==> src/hdl/assert_macros.svh <==
`ifndef ASSERT_MACROS_SVH
`define ASSERT_MACROS_SVH

// Clocked implication check, held off while reset is low.
`define CHK_IMPL(label, clk, rst_n, ante, cons, msg) \
    label: assert property (@(posedge clk) disable iff (!rst_n) (ante) |-> (cons)) \
        else $error(msg);

// Clocked implication with the consequent checked in the cycle after the antecedent.
`define CHK_NEXT(label, clk, rst_n, ante, cons, msg) \
    label: assert property (@(posedge clk) disable iff (!rst_n) (ante) |=> (cons)) \
        else $error(msg);

`endif

==> src/hdl/euq_pkg.sv <==
`timescale 1ns / 1ps
package euq_pkg;

    localparam int CORDIC_STEPS = 16;
    localparam int ATAN_ENTRIES = 24;
    localparam int NSTEPS = (CORDIC_STEPS < ATAN_ENTRIES) ? CORDIC_STEPS : ATAN_ENTRIES;

    localparam logic signed [31:0] GAIN_INV_Q30 = 32'sd652032874;
    localparam logic signed [32:0] HALF_PI_Q30 = 33'sd1686629713;
    localparam logic signed [32:0] PI_Q30 = 33'sd3373259426;
    localparam logic signed [17:0] ONE_Q14 = 18'sd16384;

    typedef struct packed {
        logic signed [31:0] x;
        logic signed [31:0] y;
        logic signed [32:0] z;
        logic flip;
    } t_lane;

    function automatic logic signed [32:0] atan_q30(input logic [4:0] idx);
        logic signed [32:0] v;
        case (idx)
            5'd0: v = 33'sh03243F6A8;
            5'd1: v = 33'sh01DAC6705;
            5'd2: v = 33'sh00FADBAFC;
            5'd3: v = 33'sh007F56EA6;
            5'd4: v = 33'sh003FEAB76;
            5'd5: v = 33'sh001FFD55B;
            5'd6: v = 33'sh000FFFAAA;
            5'd7: v = 33'sh0007FFF55;
            5'd8: v = 33'sh0003FFFEA;
            5'd9: v = 33'sh0001FFFFD;
            5'd10: v = 33'sh0000FFFFF;
            5'd11: v = 33'sh00007FFFF;
            5'd12: v = 33'sh00003FFFF;
            5'd13: v = 33'sh00001FFFF;
            5'd14: v = 33'sh00000FFFF;
            5'd15: v = 33'sh000007FFF;
            5'd16: v = 33'sh000003FFF;
            5'd17: v = 33'sh000001FFF;
            5'd18: v = 33'sh000000FFF;
            5'd19: v = 33'sh0000007FF;
            5'd20: v = 33'sh0000003FF;
            5'd21: v = 33'sh0000001FF;
            5'd22: v = 33'sh0000000FF;
            5'd23: v = 33'sh00000007F;
            default: v = '0;
        endcase
        return v;
    endfunction

endpackage

==> src/hdl/euq_cordic_cell.sv <==
`timescale 1ns / 1ps
module euq_cordic_cell (
    input  logic           i_clk,
    input  logic           i_ce,
    input  logic [4:0]     i_step,
    input  euq_pkg::t_lane i_lane,
    output euq_pkg::t_lane o_lane
);
    import euq_pkg::*;

    t_lane r_lane;
    t_lane n_lane;
    logic signed [31:0] dx;
    logic signed [31:0] dy;
    logic signed [32:0] at;

    always_comb begin
        dx = i_lane.y >>> i_step;
        dy = i_lane.x >>> i_step;
        at = atan_q30(i_step);
        n_lane = i_lane;
        if (!i_lane.z[32]) begin
            n_lane.x = i_lane.x - dx;
            n_lane.y = i_lane.y + dy;
            n_lane.z = i_lane.z - at;
        end else begin
            n_lane.x = i_lane.x + dx;
            n_lane.y = i_lane.y - dy;
            n_lane.z = i_lane.z + at;
        end
    end

    always_ff @(posedge i_clk) begin
        if (i_ce) begin
            r_lane <= n_lane;
        end
    end

    assign o_lane = r_lane;
endmodule

==> config.mk <==
export PLATFORM = sky130hd
export DESIGN_NAME = euq_cordic_cell
export DESIGN_NICKNAME = d
export VERILOG_FILES = /design/src/hdl/assert_macros.svh /design/src/hdl/euq_pkg.sv /design/src/hdl/euq_cordic_cell.sv
export SDC_FILE = /design/constraint.sdc
export NUM_CORES = 1
export LEC_CHECK = 0
export BUFFER_PORTS_ARGS = -buffer_cell sky130_fd_sc_hd__buf_2
export CORE_MARGIN = 8
export CORE_UTILIZATION = 40
export DETAILED_ROUTE_END_ITERATION = 10
export PLACE_DENSITY_LB_ADDON = 0.15
export SKIP_LAST_GASP = 1
export SLEW_MARGIN = 20
export SYNTH_ARGS = -nofsm -noshare
export SYNTH_HDL_FRONTEND = slang
export SYNTH_SLANG_ARGS = --single-unit
==> constraint.sdc <==
create_clock -name i_clk -period 6.9 [get_ports i_clk]
set_clock_uncertainty 0.1 [all_clocks]
set_input_delay 0.69 -clock i_clk [delete_from_list [all_inputs] [get_ports i_clk]]
set_output_delay 0.69 -clock i_clk [all_outputs]
set_load 0.01 [all_outputs]
==> results of run 1 <==
-- synth_stat cells, types with 16 or more instances --
| cell type | instances | share of area [%] |
|---|---|---|
| nor2_1 | 146 | 3.8 |
| nand3_1 | 25 | 0.86 |
| a31oi_1 | 38 | 1.6 |
| mux2_2 | 22 | 1.7 |
| buf_1 | 24 | 0.62 |
| buf_2 | 16 | 0.55 |
| o22ai_1 | 16 | 0.69 |
| ha_1 | 112 | 9.6 |
| a211oi_1 | 20 | 1.0 |
| and3_1 | 16 | 0.69 |
| xnor2_1 | 104 | 6.2 |
| mux2i_1 | 51 | 3.5 |
| and2_1 | 20 | 0.86 |
| nand2_1 | 126 | 3.2 |
| o21ai_0 | 66 | 2.3 |
| inv_1 | 43 | 1.1 |
| clkbuf_1 | 36 | 0.93 |
| edfxtp_1 | 98 | 20 |
| mux4_2 | 70 | 11 |
| nor2b_1 | 28 | 1.2 |
| a21o_1 | 48 | 2.5 |
| xor2_1 | 58 | 3.5 |
| o21bai_1 | 16 | 0.82 |
| o21a_1 | 20 | 1.0 |
| a21oi_1 | 136 | 4.7 |
| nor3_1 | 24 | 0.82 |
-- logic make-up (layout without fill, tap and decap cells) --
group / count (synthesis) / count (layout) / share of synthesized area [%]
and+or+nand+nor: 453 / 453 / 15.5
xor gates and xnor gates: 163 / 163 / 9.84
adders and majority gates: 115 / 115 / 10.0
muxes: 157 / 157 / 17.7
buffers and inverters: 132 / 351 / 4.05
AOI/OAI and AO/OA: 494 / 494 / 22.7
DFF: 98 / 98 / 20.2
-- critical path, stage by stage --
cell and delay (ps):
buf_6 380, buf_4 330, mux2i_1 410, a2bb2oi_1 260, a21oi_1 160, o31ai_1 550, ha_1 320, inv_1 100
nor4_4 320, nand2_1 150, o21ba_1 210, xnor2_1 120, o21ai_1 200, ha_1 290, a21oi_1 140, o21bai_1 80
a221o_1 370, a22oi_1 270, or3_1 190, a31oi_1 120, o41ai_1 400, o21ai_0 190, xnor2_1 150
-- worst max path at each step --
stage,cells past startpoint,to,slack [ps]
3_5_place_dp,23,o_lane[96],250
6_report,23,o_lane[65],520
4_1_cts,24,o_lane[96],620
5_1_grt,24,o_lane[96],70
2_1_floorplan,26,o_lane[33],740
3_3_place_gp,23,o_lane[96],270
-- power groups by stage --
stage / sequential [W] / clock, W / combinational [W]
floorplan: 0.00103 / 0 / 0.00119
global placement: 0.000936 / 0 / 0.00193
detailed placement: 0.000938 / 0 / 0.00193
CTS: 0.000927 / 0.000595 / 0.00194
global route: 0.000943 / 0.000612 / 0.00213
finish: 0.000924 / 0.000572 / 0.00195
-- final cells by class --
cell class,count,area [µm²]
Timing Repair Buffer,290,1760
Clock inverter,6,88.8
Multi-Input combinational cell,1382,11100
Inverter,45,169
Clock buffer,10,229
Sequential cell,98,2940
Fill cell,3624,19400
Tap cell,468,586
-- per-layer routing --
metal  wire length [µm]  vias to the layer above
met5                  0                        -
met2              25000                      671
met1              24700                     6908
li1                   -                     6599
met3               4800                       95
met4               1510                        0
-- per-stage QoR --
stage | hold WS, ps | setup slack (ps) | utilization (%) | std cells | area [µm²]
6_report | 380 | 523 | 46.4 | 2299 | 16800
5_1_grt | 370 | 73.2 | 46.4 | 2299 | 16800
4_1_cts | 364 | 618 | 46.4 | 2299 | 16800
3_5_place_dp | 775 | 250 | 45.5 | 2283 | 16500
3_3_place_gp | 769 | 271 | 45.5 | 2283 | 16500
2_1_floorplan | 689 | 738 | - | 1612 | 14600
==> flow_summary.ini, run 1 <==
[critical_path]
cp-end-kind = register
start_kind = input port
crit_fanout = 38
cp.arrival_ps = 6410
cp_data_required_time_ps = 6940
critPathKind = input port to register
cp-startpoint = i_step[0]

[clocking]
root_buffer = clkbuf_16
cts_tree = built
h-tree-depth = 3
cts_hold_buf = 0
cts_resized = 0
clockBufferDepth = 2
numCtsBuffers = 9
postCtsSetupBuffers = 0
cts.sink_count = 98
clkTransAtPathRegs_ps = 80

[sta]
tightest_slew_ps = 1100
hold_violations = 0
finalSetupViolCount = 0
final.setup.tns_ps = 0
rsz0062_at_grt = false
fin_crit_ps = 6380
finalCritPeriodShare_pct = 92.4
final_max_slew_viol_count = 0
slew_headroom_pct = 26.8
fmax_mhz = 157

[place]
dp_hpwl_um = 43800
gp_congestion = 0.987
io_buffers = 202

[floorplan]
dieWidth_um = 207
num_rows = 70
die_y_um = 207
start_util_pct = 40.2
io_pins = 203
dieArea_um2 = 42800
core_um2 = 36300

[routing]
postRouteAntennaNets = 0
drt_iter0_drc = 1494
drcViolationCount = 0
vias_per_cell = 6.21
dr.pass1.iters = 8
drt-total-wl_um = 56000
drt-wirelength-per-cell_um = 24.4
dr_total_vias = 14300

[run]
cap_violations = 0

[layout]
largest_reg_flops = 98
area_growth_pct = 15.4
mostFrequentLayoutCells = buf_2 (199), nor2_1 (146), a21oi_1 (136)
mostFrequentLayoutCell = buf_2
diodes = 0
layout-drive-gt1-share_pct = 24.0
fin_nets = 2046

[power_and_ir_drop]
finalPower_w = 0.00345
power.density_nw_per_um2 = 205
internal-power_w = 0.00203
p_leak_nw = 7.04
ir_worst_vdd_mv = 0.139
switchingPower_w = 0.00142
seqPwrFrac_pct = 26.8
p_clk_share_pct = 16.6
switching_share_pct = 41.1
combinationalPowerShare_pct = 56.6

[synth]
ys.flop_type = edfxtp_1
synth_nets = 1832
synth_area_um2 = 14600
synth_cell_types = 96
seq_area_frac_synth_pct = 20.2
synth_edf_count = 98
yosysWarnings = 0
synth_cells = 1612
synth-seq-cells = 98
avgSynthCellArea_um2 = 9.05
async_flop_share_pct = 0

[hold_path]
hp-class = input port to register
hold_end = o_lane[0]
worstHoldStart = i_lane[0]
whs_path_depth = 1

[global_routing]
busiest_layer = met2
grt_overflow = 0
grt_use_met1_pct = 35.1
grt_max_degree = 55
grt_pass1_vias = 14200
track_usage_pct = 25.9
grt_pass1_wl_um = 85200
antenna_found_initial = 0
met2_usage_pct = 40.7
met3_usage_pct = 6.01

[status]
outcome = finished, final reports clean
(Power assumes the default switching activity.)
==> run 2: changes to the inputs <==
--- a/config.mk
+++ b/config.mk
@@ -5,9 +5,9 @@
 export SDC_FILE = /design/constraint.sdc
 export NUM_CORES = 1
 export LEC_CHECK = 0
-export BUFFER_PORTS_ARGS = -buffer_cell sky130_fd_sc_hd__buf_2
+export BUFFER_PORTS_ARGS = -buffer_cell sky130_fd_sc_hd__buf_4
 export CORE_MARGIN = 8
-export CORE_UTILIZATION = 40
+export CORE_UTILIZATION = 56
 export DETAILED_ROUTE_END_ITERATION = 10
 export PLACE_DENSITY_LB_ADDON = 0.15
 export SKIP_LAST_GASP = 1
==> flow_summary.ini, run 2 (synthesized netlist as in run 1, its figures left out) <==
[global_routing]
grt_pass1_vias = 14600
grt_pass1_wl_um = 83100
antenna_found_initial = 0
track_usage_pct = 33.5
grt_max_degree = 61
grt_overflow = 0

[place]
dp_hpwl_um = 41600
gp_congestion = 1.00
io_buffers = 202

[floorplan]
io_pins = 203
core_um2 = 25800
dieWidth_um = 177
die_y_um = 177
dieArea_um2 = 31500
num_rows = 59
start_util_pct = 56.4

[sta]
hold_violations = 0
final.setup.tns_ps = 0
finalSetupViolCount = 0
fin_crit_ps = 6450
finalCritPeriodShare_pct = 93.5
slew_headroom_pct = 30.8
final_max_slew_viol_count = 0
rsz0062_at_grt = false
fmax_mhz = 155
tightest_slew_ps = 1040

[power_and_ir_drop]
p_leak_nw = 7.24
power.density_nw_per_um2 = 208
finalPower_w = 0.00357
ir_worst_vdd_mv = 0.191

[layout]
mostFrequentLayoutCells = buf_4 (292), nor2_1 (146), a21oi_1 (136)
layout-drive-gt1-share_pct = 24.2
multi_input_area_um2 = 11000
mostFrequentLayoutCell = buf_4
area_growth_pct = 17.8
largest_reg_flops = 98
utilization_pct = 66.5
fin_nets = 2053
regArea_um2 = 2940
diodes = 0
fillCellCount = 2171

[critical_path]
crit_fanout = 46
cp_slowest_cell = a222oi_1
cp-startpoint = i_step[0]
cp_data_required_time_ps = 6910
cp.arrival_ps = 6460
worstPathCellList = buf_6 -> buf_12 -> mux4_2 -> a222oi_1 -> a211oi_1 -> a21oi_2 -> nand2_2 -> nor4_4 -> buf_4 -> a21oi_1 -> xnor2_1 -> ha_1 -> nand4_1 -> o311ai_0 -> a21oi_1 -> o21ai_0 -> buf_4 -> inv_1 -> o21ai_0 -> xor2_1
cpPeakStageDelay_ps = 930
cp-end-kind = register
cpLargestDelayFamily = compound AO/OA/AOI/OAI gates
path_buf_inv = 5
start_kind = input port
critPathKind = input port to register

[clocking]
root_buffer = clkbuf_16
cts_hold_buf = 0
cts_tree = built
clockBufferDepth = 2
cts.sink_count = 98
cts_resized = 0
postCtsSetupBuffers = 0
h-tree-depth = 3
numCtsBuffers = 9
clkTransAtPathRegs_ps = 70

[run]
cap_violations = 0

[routing]
drcViolationCount = 0
drt_iter0_drc = 1845
dr_total_vias = 14700
drt-total-wl_um = 53400
drt-wirelength-per-cell_um = 24.6
dr.pass1.iters = 6
postRouteAntennaNets = 0
vias_per_cell = 6.74

[hold_path]
hold_end = o_lane[0]
whs_path_depth = 1
worstHoldStart = i_lane[0]
hp-class = input port to register

[status]
outcome = finished, final reports clean
-- run 2: worst max path at each step --
stage / end / slack (ps) / cells past startpoint
5_1_grt: o_lane[56] / 30 / 20
4_1_cts: o_lane[64] / 550 / 21
3_5_place_dp: o_lane[64] / 240 / 21
2_1_floorplan: o_lane[33] / 740 / 26
3_3_place_gp: o_lane[65] / 290 / 20
6_report: o_lane[56] / 450 / 20
-- run 2: area by class of cell --
cell class              instances  area share, %
multi-input cells            1382           64.3
flip-flops and latches         98           17.1
repair buffers                297           13.3
well taps                     335           2.44
clock buffers                  10           1.33
inverters                      45          0.983
clock inverters                 6          0.517
-- run 2: where the power goes --
group	switching, W	internal (W)	total (W)
clock	0.000257	0.000320	0.000577
sequential	0.0000455	0.000888	0.000934
combinational	0.00113	0.000932	0.00206
-- run 2: per-stage QoR --
step | instance area (µm²) | setup WS [ps] | std cells | hold slack [ps]
6_report | 17200 | 448 | 2173 | 404
5_1_grt | 17200 | 30.5 | 2173 | 405
4_1_cts | 17200 | 552 | 2173 | 401
3_5_place_dp | 16900 | 236 | 2157 | 773
3_3_place_gp | 16900 | 293 | 2157 | 769
2_1_floorplan | 14600 | 738 | 1612 | 689
-- run 2: metal layers --
layer / vias up / share of wire, % / global-route usage [%]
met5: - / 0 / 0
met4: 0 / 3.7 / 11.9
met3: 131 / 12 / 6.74
met2: 1002 / 45 / 53.0
met1: 6909 / 39 / 44.8
li1: 6612 / - / -
